[config.mk]
export PLATFORM = sky130hd
export DESIGN_NAME = mlm_ctrl
export DESIGN_NICKNAME = d
export VERILOG_FILES = /design/src/design/mlm_pkg.sv /design/src/design/mlm_ctrl.sv
export SDC_FILE = /design/constraint.sdc
export NUM_CORES = 1
export LEC_CHECK = 0
export BUFFER_PORTS_ARGS = -buffer_cell sky130_fd_sc_hd__buf_4
export CORE_MARGIN = 4
export CORE_UTILIZATION = 29
export CTS_CLUSTER_DIAMETER = 30
export DETAILED_ROUTE_END_ITERATION = 10
export SLEW_MARGIN = 20
export SYNTH_ARGS = -nofsm -noshare
export SYNTH_HDL_FRONTEND = slang
export SYNTH_SLANG_ARGS = --single-unit
[constraint.sdc]
create_clock -name aclk -period 2.9 [get_ports aclk]
set_input_delay 0.58 -clock aclk [delete_from_list [all_inputs] [get_ports aclk]]
set_output_delay 0.58 -clock aclk [all_outputs]
set_load 0.005 [all_outputs]
[src/design/mlm_pkg.sv]
package mlm_pkg;

    // Default sizes
    localparam int DEF_MAX_LOCKS   = 64;
    localparam int DEF_MAX_WAITERS = 256;

    // Fixed field widths
    localparam int FUNC_W   = 2;
    localparam int ID_W     = 31;
    localparam int LOCK_W   = 6;
    localparam int STATUS_W = 2;

    // Request kinds
    localparam logic [FUNC_W-1:0] FUNC_CREATE  = 2'd0;
    localparam logic [FUNC_W-1:0] FUNC_ACQUIRE = 2'd1;
    localparam logic [FUNC_W-1:0] FUNC_RELEASE = 2'd2;

    // Result status codes
    localparam logic [STATUS_W-1:0] ST_OK        = 2'd0;
    localparam logic [STATUS_W-1:0] ST_NO_LOCK   = 2'd1;
    localparam logic [STATUS_W-1:0] ST_POOL_FULL = 2'd2;
    localparam logic [STATUS_W-1:0] ST_BAD_LOCK  = 2'd3;

    typedef struct packed {
        logic [FUNC_W-1:0] func;
        logic [ID_W-1:0]   requester;
        logic [LOCK_W-1:0] lock_id;
    } req_t;

    typedef struct packed {
        logic [ID_W-1:0]     wake_id;
        logic [LOCK_W-1:0]   lock_number;
        logic [STATUS_W-1:0] status;
        logic                last;
    } rsp_t;

    typedef enum logic [2:0] {
        S_IDLE,
        S_DECODE,
        S_LREAD,
        S_WALK,
        S_PUSH,
        S_RREL,
        S_OUT_FIRST,
        S_OUT
    } state_t;

    // What goes into the lock table entry
    typedef enum logic [2:0] {
        LW_CREATE,
        LW_TAKE,
        LW_PUSH,
        LW_FREE,
        LW_POP
    } lwsel_t;

    // Waiter table read address source
    typedef enum logic {
        WRD_HEAD,
        WRD_NEXT
    } wrsel_t;

    // Result register source
    typedef enum logic [1:0] {
        RES_REQ,
        RES_NEW,
        RES_NONE_LEFT,
        RES_WAKE2
    } ressrc_t;

    typedef struct packed {
        logic                latch_req;
        logic                lock_rd;
        logic                lock_wr;
        lwsel_t              lock_wr_sel;
        logic                inc_locks;
        logic                wait_rd;
        wrsel_t              wait_rd_sel;
        logic                cap_head;
        logic                cap_wake2;
        logic                push;
        logic                res_set;
        ressrc_t             res_src;
        logic [STATUS_W-1:0] res_status;
        logic                res_last;
        logic                out_load;
    } cmd_t;

    typedef struct packed {
        logic [FUNC_W-1:0] func;
        logic              lock_bad;
        logic              locks_full;
        logic              pool_full;
        logic              lock_free;
        logic              head_empty;
        logic              node_match;
        logic              next_empty;
        logic              out_free;
    } stat_t;

endpackage

[src/design/mlm_ctrl.sv]
module mlm_ctrl
    import mlm_pkg::*;
(
    input  logic  aclk,
    input  logic  aresetn,
    input  logic  s_valid,
    output logic  s_ready,
    input  stat_t stat,
    output cmd_t  cmd
);

    state_t state_reg;
    state_t state_next;

    always_ff @(posedge aclk) begin
        if (!aresetn) begin
            state_reg <= S_IDLE;
        end else begin
            state_reg <= state_next;
        end
    end

    always_comb begin
        state_next = state_reg;
        s_ready    = 1'b0;
        cmd        = '0;
        cmd.lock_wr_sel = LW_FREE;
        cmd.wait_rd_sel = WRD_HEAD;
        cmd.res_src     = RES_REQ;
        cmd.res_status  = ST_OK;

        case (state_reg)
            S_IDLE: begin
                s_ready = 1'b1;
                if (s_valid) begin
                    cmd.latch_req = 1'b1;
                    state_next    = S_DECODE;
                end
            end

            S_DECODE: begin
                cmd.lock_rd = 1'b1;
                case (stat.func)
                    FUNC_CREATE: begin
                        cmd.res_set  = 1'b1;
                        cmd.res_last = 1'b1;
                        if (stat.locks_full) begin
                            cmd.res_src    = RES_NONE_LEFT;
                            cmd.res_status = ST_NO_LOCK;
                        end else begin
                            cmd.lock_wr     = 1'b1;
                            cmd.lock_wr_sel = LW_CREATE;
                            cmd.inc_locks   = 1'b1;
                            cmd.res_src     = RES_NEW;
                        end
                        state_next = S_OUT;
                    end
                    FUNC_ACQUIRE, FUNC_RELEASE: begin
                        if (stat.lock_bad) begin
                            cmd.res_set    = 1'b1;
                            cmd.res_status = ST_BAD_LOCK;
                            cmd.res_last   = 1'b1;
                            state_next     = S_OUT;
                        end else begin
                            state_next = S_LREAD;
                        end
                    end
                    default: begin
                        state_next = S_IDLE;
                    end
                endcase
            end

            S_LREAD: begin
                cmd.cap_head = 1'b1;
                if (stat.func == FUNC_ACQUIRE) begin
                    if (stat.lock_free) begin
                        cmd.lock_wr     = 1'b1;
                        cmd.lock_wr_sel = LW_TAKE;
                        cmd.res_set     = 1'b1;
                        cmd.res_last    = 1'b1;
                        state_next      = S_OUT;
                    end else if (stat.head_empty) begin
                        state_next = S_PUSH;
                    end else begin
                        cmd.wait_rd = 1'b1;
                        state_next  = S_WALK;
                    end
                end else begin
                    if (stat.head_empty) begin
                        cmd.lock_wr  = 1'b1;
                        cmd.res_set  = 1'b1;
                        cmd.res_last = 1'b1;
                        state_next   = S_OUT;
                    end else begin
                        cmd.wait_rd = 1'b1;
                        state_next  = S_RREL;
                    end
                end
            end

            S_WALK: begin
                if (stat.node_match) begin
                    state_next = S_IDLE;
                end else if (stat.next_empty) begin
                    state_next = S_PUSH;
                end else begin
                    cmd.wait_rd     = 1'b1;
                    cmd.wait_rd_sel = WRD_NEXT;
                end
            end

            S_PUSH: begin
                if (stat.pool_full) begin
                    cmd.res_set    = 1'b1;
                    cmd.res_status = ST_POOL_FULL;
                    cmd.res_last   = 1'b1;
                    state_next     = S_OUT;
                end else begin
                    cmd.push        = 1'b1;
                    cmd.lock_wr     = 1'b1;
                    cmd.lock_wr_sel = LW_PUSH;
                    state_next      = S_IDLE;
                end
            end

            S_RREL: begin
                cmd.cap_wake2   = 1'b1;
                cmd.lock_wr     = 1'b1;
                cmd.lock_wr_sel = LW_POP;
                cmd.res_set     = 1'b1;
                state_next      = S_OUT_FIRST;
            end

            S_OUT_FIRST: begin
                if (stat.out_free) begin
                    cmd.out_load = 1'b1;
                    cmd.res_set  = 1'b1;
                    cmd.res_src  = RES_WAKE2;
                    cmd.res_last = 1'b1;
                    state_next   = S_OUT;
                end
            end

            S_OUT: begin
                if (stat.out_free) begin
                    cmd.out_load = 1'b1;
                    state_next   = S_IDLE;
                end
            end

            default: begin
                state_next = S_IDLE;
            end
        endcase
    end

endmodule

== Yosys cells after proc, flatten, opt, wreduce, memory -nomap -nowiden ==
Index checks and enable logic that the tools add are counted.

* Input port bits: 13
* Bits in registers: 3
* Logic and storage cells: 74
* Output and inout bits: 20

* Multiplexer cells: 56
* Reduce and logical (&&, ||, !) cells: 4
* Eq/ne operators: 13

{| class="wikitable"
|+ Operator list
! cell !! count
|-
| $mux W3 || 14
|-
| $pmux W3 S8 || 1
|-
| $mux W1 || 21
|-
| $pmux W4 S4 || 1
|-
| $eq A3 B3 Y1 const B || 4
|-
| $mux W2 || 6
|-
| $pmux W3 S2 || 2
|-
| $mux W5 || 2
|-
| $mux W4 || 2
|-
| $pmux W2 S2 || 2
|-
| $eq A3 B2 Y1 const B || 2
|-
| $ne A2 B2 Y1 const B || 3
|-
| $pmux W1 S2 || 3
|-
| $pmux W1 S5 || 1
|-
| $pmux W1 S4 || 1
|-
| $reduce_and A4 Y1 || 1
|-
| $eq A3 B1 Y1 const B || 1
|-
| $logic_not A3 Y1 || 1
|-
| $ne A3 B3 Y1 const B || 1
|-
| $eq A2 B1 Y1 const B || 1
|-
| $eq A2 B2 Y1 const B || 1
|-
| $logic_not A2 Y1 || 1
|-
| $reduce_or A2 Y1 || 1
|}

== Depth between registers and ports, before layout ==
Gate-level depths: netlist of run 1.

* Depth in word-level cells: 4
* Gate-level depth with buffers: 6
* Gate-level depth less buffers: 6

== Least setup slack after synthesis of run 1 ==
OpenSTA, ideal clock, no wires.

* Kind: input port to output port
* Start point: input stat[8] in the netlist's numbering
* End point: output cmd[6] in the netlist's numbering
* Setup slack: 0.581 ns
* Buffers on the path: 0
* Required time: 2.320 ns
* Stages on the path: 5
* Arrival: 1.739 ns
* Cells stage by stage: ha_1 -> or4b_1 -> o21a_1 -> o31ai_1 -> or2_1

{| class="wikitable"
|+ RTL lines
! what !! line !! RTL
|-
| start, declared || mlm_ctrl.sv:8 || <nowiki>input stat_t stat,</nowiki>
|-
| end, declared || mlm_ctrl.sv:9 || <nowiki>output cmd_t cmd</nowiki>
|}

==> summary by stage, run 1 <==
Logic synthesis
Of all flip-flops after synthesis, the portion carrying an async set or reset was 0. The area of the mapped netlist is 513 um^2. The synthesized design spends more area on one cell type than any other, namely sky130_fd_sc_hd__dfxtp_1. In this run the mean area of a mapped cell was 6.84 um^2.

The number of synthesized flops with an enable pin is 0. The number of warnings reported in the yosys synthesis log is 0. For this run, the register share of the synthesized area comes to 0.117. The most used flip-flop cell after synthesis is sky130_fd_sc_hd__dfxtp_1. The number of cells produced by synthesis is 75.

Sorting the synthesized cells by area gives the leading types as sky130_fd_sc_hd__dfxtp_1 12%, sky130_fd_sc_hd__o21ai_0 7.8%, sky130_fd_sc_hd__ha_1 7.3%. The share of synthesized area in the top cell type comes to 0.117. The number of nets handed over by synthesis was 91. The synthesized design contains 3 register bits. The netlist uses 33 different library cells.

Global route
The number of global-route vias before repair is 600. The first-pass GRT wire length is 2500 um. The initial antenna violation count is 0. Across every metal layer, demand over resource in global routing totals 0.123. Entering global routing, the biggest net connects 17 pins. The remaining global-route overflow is 0.

Power
In this run the static leakage power is 0.000405 uW. The worst-case IR drop observed on VDD is 164 uV. Dividing total power by cell area gives a power density of 343 mW/mm^2. The post-route total power is 276 uW.

Route
The mean number of vias per cell is 4.83. The first-pass iteration count of the detailed router is 4. The final layout contains routed wiring with a total length of 1560 um. Across all layers, the routed design uses 642 vias. Dividing the detail-routed wire length by the instance count gives 11.8 um.

The detail route stage leaves a number of antenna-violating nets equal to 0. The count of unresolved DRC violations after routing is 0. After the first detailed-routing iteration, the DRC count stood at 19.

Clock tree
Post-CTS repair changed the size of 0 cells. In this run the number of H-tree levels came out at 1. The number of buffers inserted for hold repair after clock tree synthesis is 0. TritonCTS built the clock tree. For this design, the sink count on the clock tree is 3. The later-pin clock latency in the skew report is 0.24 ns. Counting the buffers created by CTS gives 3. Once the clock tree was built, the setup fixing pass inserted 0 buffers. Clock-pin slew was measured on the worst setup and hold paths at 0.04 ns. Counting along the longest clock path gives a buffer depth of 2. The tree is rooted in a sky130_fd_sc_hd__clkbuf_4.

Worst hold path
In this run the worst hold path is classified as primary input to flip-flop.

Layout
The number of flip-flops under the largest register name is 3. In the final layout, the multi-input gates occupy 412 um^2. The combined flip-flop and latch cell area is 60.1 um^2.

The number of diodes is 0. The filler cells instantiated in the layout total 171. The most frequent standard cell in the layout excluding fill and tap cells is sky130_fd_sc_hd__buf_4. The area growth from synthesis to layout is 57.1%. The net count of the finished layout is 126.

In the final layout, the share of cells above drive strength 1 is 0.367. Leaving out fill and tap cells, the most frequent cells in the layout are 34 x sky130_fd_sc_hd__buf_4, 8 x sky130_fd_sc_hd__o21ai_0, 6 x sky130_fd_sc_hd__inv_1, 6 x sky130_fd_sc_hd__nand2_1, 6 x sky130_fd_sc_hd__a21oi_1. At the end of the flow the core is filled with cells to 0.505.

Floorplan
The die covers 0.00251 mm^2. Measured along the x axis, the die boundary spans 50.1 um. The core region is 0.00159 mm^2. The initial core utilization is 0.322. Measured along the y axis, the die boundary spans 50.1 um.

The number of placement rows is 14. The number of primary I/O pins is 33.

Timing
The number of max-slew violations in the final report is 0. The final cycle utilization of the critical path is 0.891. The top achievable clock speed is 387 MHz. The final critical path time including I/O delays and setup is 2.58 ns.

Measured against its own limit, the worst slew margin works out to 0.704. The total of endpoints with negative setup slack in the final report is 0. The clock tree skew after final layout is 0.00155 ns.

For the pin with the worst max-slew slack, the measured transition is 0.443 ns. Across all hold checks on the routed design, the worst slack comes to 0.627 ns. The number of endpoints with negative hold slack in the final report is 0. Setup repair after global routing left no endpoint under its margin. The final sum of negative setup slack is 0 ns.

Worst setup path
The number of cells traversed by the worst register-to-register path is 3. The kind of critical path is primary input to primary output. The reg2reg setup slack is 1.21 ns. The startpoint identified for the worst register-to-register timing path is state_reg[2]. At the worst endpoint, the required time is 2.32 ns. The kind of launch point of the worst setup path is a primary input.

The type of element capturing the critical path is a primary output. The critical path startpoint is stat[8]. The endpoint identified for the worst register-to-register timing path is state_reg[2]. In this run the worst setup path terminates at cmd[6]. Along the worst path, the maximum fanout reaches 3. For the worst setup path, the data arrival time is 2.00 ns.

Placement
Detailed placement finished with a half-perimeter wire length of 1290 um. The number of port buffers is 32. The congestion estimate from routability-driven global placement came to 0.790.

Run status
The run finished with clean final reports.

Run
Across the run, the number of max-cap violations was 0.
## metal layers
metal | global-route usage | part of all wire
met1 | 0.165 | 0.46
met2 | 0.204 | 0.47
met3 | 0.0181 | 0.065
met4 | 0.0276 | 0.0090
met5 | 0 | 0
## cell usage after synthesis, drive strengths merged, types with 2 or more instances
cell type  number
nor3            4
nand2           6
dfxtp           3
or2             2
inv             6
clkbuf          3
and2            3
nand3b          2
ha              3
o21ai           8
a21oi           6
nand2b          5
nand3           2
nor2b           4
## where the power goes
group | internal, uW | switching [uW]
sequential | 46.7 | 8.62
combinational | 77.4 | 67.9
clock | 51.7 | 24.0
total | 176 | 101
## how the worst min path moves through the flow
stage,startpoint,end,slack [ns],depth (start not counted)
after floorplan,state_reg[0],state_reg[2],0.62,2
after global placement,state_reg[1],state_reg[0],0.66,2
after detailed placement,state_reg[1],state_reg[0],0.64,2
after CTS,aresetn,state_reg[0],0.62,3
after global routing,aresetn,state_reg[1],0.63,3
final,aresetn,state_reg[2],0.63,3
## worst max-delay path: stages
cell and delay [ns]:
sky130_fd_sc_hd__buf_4 0.12, sky130_fd_sc_hd__ha_1 0.19, sky130_fd_sc_hd__or4b_1 0.51, sky130_fd_sc_hd__o21a_1 0.25
sky130_fd_sc_hd__o31ai_1 0.10, sky130_fd_sc_hd__or2_1 0.15, sky130_fd_sc_hd__buf_4 0.10
## through the flow
| stage | instance area, um^2 | setup slack, ns | std cells |
|---|---|---|---|
| floorplan | 513 | 0.581 | 75 |
| global placement | 779 | 0.340 | 129 |
| detailed placement | 779 | 0.316 | 129 |
| CTS | 806 | 0.320 | 133 |
| global route | 806 | 0.244 | 133 |
| finish | 806 | 0.317 | 133 |
## layout make-up
class / instances / share of cell area
inverter: 6 / 0.0280
tap: 24 / 0.0373
sequential: 3 / 0.0745
multi-input combinational: 62 / 0.511
timing repair buffer: 34 / 0.317
clock buffer: 4 / 0.0326
## cells by family (layout without fill, tap and decap cells)
logic type | count (synthesis) | after routing | synth area share
buf+inv | 10 | 44 | 0.0805
flops | 3 | 3 | 0.117
fa+ha+maj | 3 | 3 | 0.0732
compound gates | 25 | 25 | 0.327
simple gates | 33 | 33 | 0.383
mux | 1 | 1 | 0.0195
Note: power is estimated with default switching activity, not from simulation.
==> inputs of run 2 (changes only) <==
==> constraint.sdc (replaced) <==
create_clock -name aclk -period 2.9 [get_ports aclk]
set_input_delay 0.29 -clock aclk [delete_from_list [all_inputs] [get_ports aclk]]
set_output_delay 0.29 -clock aclk [all_outputs]
set_load 0.005 [all_outputs]
==> summary by stage, run 2 (same netlist as run 1, synthesis figures left out) <==
Layout
The ratio of cells with drive above 1 in the final layout came to 0.355 (was 0.367). The combined flip-flop and latch cell area is 60.1 um^2 (unchanged). The number of diodes is 0 (unchanged). Highest-count cells in the layout ignoring fill and taps: 32 x sky130_fd_sc_hd__buf_4, 8 x sky130_fd_sc_hd__o21ai_0, 6 x sky130_fd_sc_hd__inv_1, 6 x sky130_fd_sc_hd__nand2_1, 6 x sky130_fd_sc_hd__a21oi_1 (was 34 x sky130_fd_sc_hd__buf_4, 8 x sky130_fd_sc_hd__o21ai_0, 6 x sky130_fd_sc_hd__inv_1, 6 x sky130_fd_sc_hd__nand2_1, 6 x sky130_fd_sc_hd__a21oi_1). The net count of the finished layout is 124 (was 126). The number of filler cells placed in the layout is 178 (was 171). The post-synthesis to final-layout area growth is 54.1% (was 57.1%). The most frequent standard cell in the layout excluding fill and tap cells was sky130_fd_sc_hd__buf_4 (unchanged). The number of flip-flops under the largest register name was 3 (unchanged).

The footprint of the multi-input gates is 412 um^2 (unchanged).

Floorplan
The number of primary I/O pins is 33 (unchanged). The initial core utilization is 0.322 (unchanged). The area of the die was 0.00251 mm^2 (unchanged).

The die extent in x is 50.1 um (unchanged). The number of placement rows is 14 (unchanged). The vertical die dimension is 50.1 um (unchanged). The standard cell core area is 0.00159 mm^2 (unchanged).

Worst setup path
The master of the slowest instance on the critical path was sky130_fd_sc_hd__dfxtp_1 (was sky130_fd_sc_hd__or4b_1). The data required time of the worst path is 2.61 ns (was 2.32 ns). The type of element capturing the critical path is a primary output (unchanged). The critical path startpoint is state_reg[0] (was stat[8]).

The start of the worst register-to-register path is state_reg[0] (was state_reg[2]). The kind of launch point of the worst setup path is a flip-flop (was primary input). The family of cells with the greatest summed delay on the critical path is simple AND/OR/NAND/NOR gates (unchanged). The delay of the slowest cell on the worst path came to 0.60 ns (was 0.51 ns). The kind of critical path is flip-flop to primary output (was primary input to primary output). The worst endpoint data arrival time is 1.95 ns (was 2.00 ns). The total buffers and inverters traversed by the critical path is 1 (was 2). The largest fanout of any net on the critical path is 17 (was 3). List of cells traversed by the critical path: or4b_1 -> o21a_1 -> o31ai_1 -> or2_1 -> buf_4 (was buf_4 -> ha_1 -> or4b_1 -> o21a_1 -> o31ai_1 -> or2_1 -> buf_4).

Global route
The overall routing resource usage is 0.124 (was 0.123). The global-route track usage on met3 is 0.0211 (was 0.0181). The remaining global-route overflow is 0 (unchanged). The number of global-route vias before repair is 589 (was 600). The global-route track usage on met1 is 0.153 (was 0.165). The fraction of met2 tracks used by global routing was 0.193 (was 0.204).

The first-pass GRT wire length came to 2450 um (was 2500 um). The peak-usage layer in the global routing report was met2 (unchanged). The pin count of the biggest net entering global routing was 18 (was 17).

The initial antenna violation count was 0 (unchanged).

Placement
The placed wire-length estimate is 1210 um (was 1290 um). The number of port buffers came to 32 (unchanged). The weighted congestion at the end of routability-driven global placement is 0.766 (was 0.790).

Clock tree
The number of buffers created by CTS came to 3 (unchanged). The sink count of the clock tree was 3 (unchanged). The post-cts resize count is 0 (unchanged). The master cell of the clock root buffer is sky130_fd_sc_hd__clkbuf_4 (unchanged). The setup fix buffers added after clock tree synthesis came to 0 (unchanged). The later-pin clock latency in the skew report is 0.24 ns (about the same). The number of buffers on the longest clock path was 2 (unchanged). The clock tree from TritonCTS is built (unchanged). The clock transition at the registers of the reported paths is 0.04 ns (about the same). The number of buffers inserted for hold repair after clock tree synthesis came to 0 (unchanged). The H-tree level count is 1 (unchanged).

Power
The internal power component is 171 uW (was 176 uW). The part of the total power dissipated in the clock network came to 0.282 (was 0.274). The worst-case vdd ir drop is 173 uV (was 164 uV).

The total power per unit cell area was 339 mW/mm^2 (was 343 mW/mm^2). The switching power is 97.6 uW (was 101 uW). The combinational cell fraction of total power is 0.469 (was 0.526). The share of total power in sequential cells is 0.249 (was 0.200). The static leakage was 0.000394 uW (was 0.000405 uW). The switching share of power is 0.364 (about the same).

Timing
The top achievable clock speed is 447 MHz (was 387 MHz). The transition time of the tightest slew-check pin came to 0.550 ns (was 0.443 ns). The total of endpoints with negative setup slack in the final report is 0 (unchanged).

The final sum of negative setup slack came to 0 ns (unchanged). The final-layout worst hold slack is 0.327 ns (was 0.627 ns). The clock tree skew after final layout is 0.00120 ns (was 0.00155 ns).

Setup repair after global routing missed its margin: no (unchanged). The final critical path time including I/O delays and setup is 2.24 ns (was 2.58 ns). The number of endpoints with negative hold slack in the final report is 0 (unchanged). The number of max-slew violations in the final report was 0 (unchanged).

The final cycle utilization of the critical path is 0.772 (was 0.891). The worst slew slack as a fraction of its limit was 0.633 (was 0.704).

Route
The count of unresolved DRC violations after routing is 0 (unchanged). The count of routing violations after the opening detailed-route iteration came to 9 (was 19). The mean number of vias per cell is 4.89 (was 4.83). The overall routed net length is 1520 um (was 1560 um).

The final routed wire length divided by cell count was 11.6 um (was 11.8 um). The first-pass iteration count of the detailed router is 4 (unchanged). The number of routed nets with antenna violations is 0 (unchanged).

The routed via count is 641 (was 642).

Worst hold path
The startpoint of the tightest hold check path is aresetn (unchanged). The type of the worst min-delay path is primary input to flip-flop (unchanged).

Run
The count of max-cap constraint violations is 0 (unchanged).

Run status
Outcome: completed (unchanged).
==> run 2: cell count changes in the layout (fill, tap and decap cells not counted), sizes merged <==
cell | before | now
buf | 34 | 32
==> run 2: layout make-up <==
class,instances,share of cell area
inverters,6,0.0285
repair buffers,32,0.304
multi-input cells,62,0.521
flip-flops and latches,3,0.0759
clock buffers,4,0.0332
well taps,24,0.0380
==> run 2: through the flow <==
stage / power [uW] / setup WS (ns) / utilization / area (um^2) / instances
final: 268 / 0.660 / 0.496 / 791 / 131
after floorplan: 129 / 1.16 / - / 513 / 75
after CTS: 272 / 0.659 / 0.496 / 791 / 131
after global routing: 294 / 0.510 / 0.496 / 791 / 131
after global placement: 195 / 0.917 / 0.480 / 764 / 127
after detailed placement: 195 / 0.905 / 0.480 / 764 / 127
==> run 2: final timing paths <==
| check | end | slack (ns) | cells past startpoint |
|---|---|---|---|
| setup / recovery | cmd[6] | 0.66 | 5 |
| hold / removal | state_reg[0] | 0.33 | 3 |
| setup reg to reg | state_reg[2] | 1.15 | 3 |
| hold reg to reg | state_reg[1] | 0.69 | 2 |
==> run 2: power by group through the flow <==
stage	sequential, uW	clock (uW)	combinational, uW
floorplan	53.4	0	75.8
global placement	67.2	0	128
detailed placement	67.4	0	127
CTS	66.8	77.4	128
global route	69.6	82.6	142
finish	66.9	75.6	126
==> run 2: worst min-delay path: cells and delay by family <==
family / cells / cell delay [ns]
AO/OA/AOI/OAI: 2 / 0.11
buffers and inverters: 1 / 0.11
==> run 2: layer usage <==
metal,vias up,routed length (um)
li1,336,-
met1,277,671
met2,24,704
met3,4,114
met4,0,29
met5,-,0
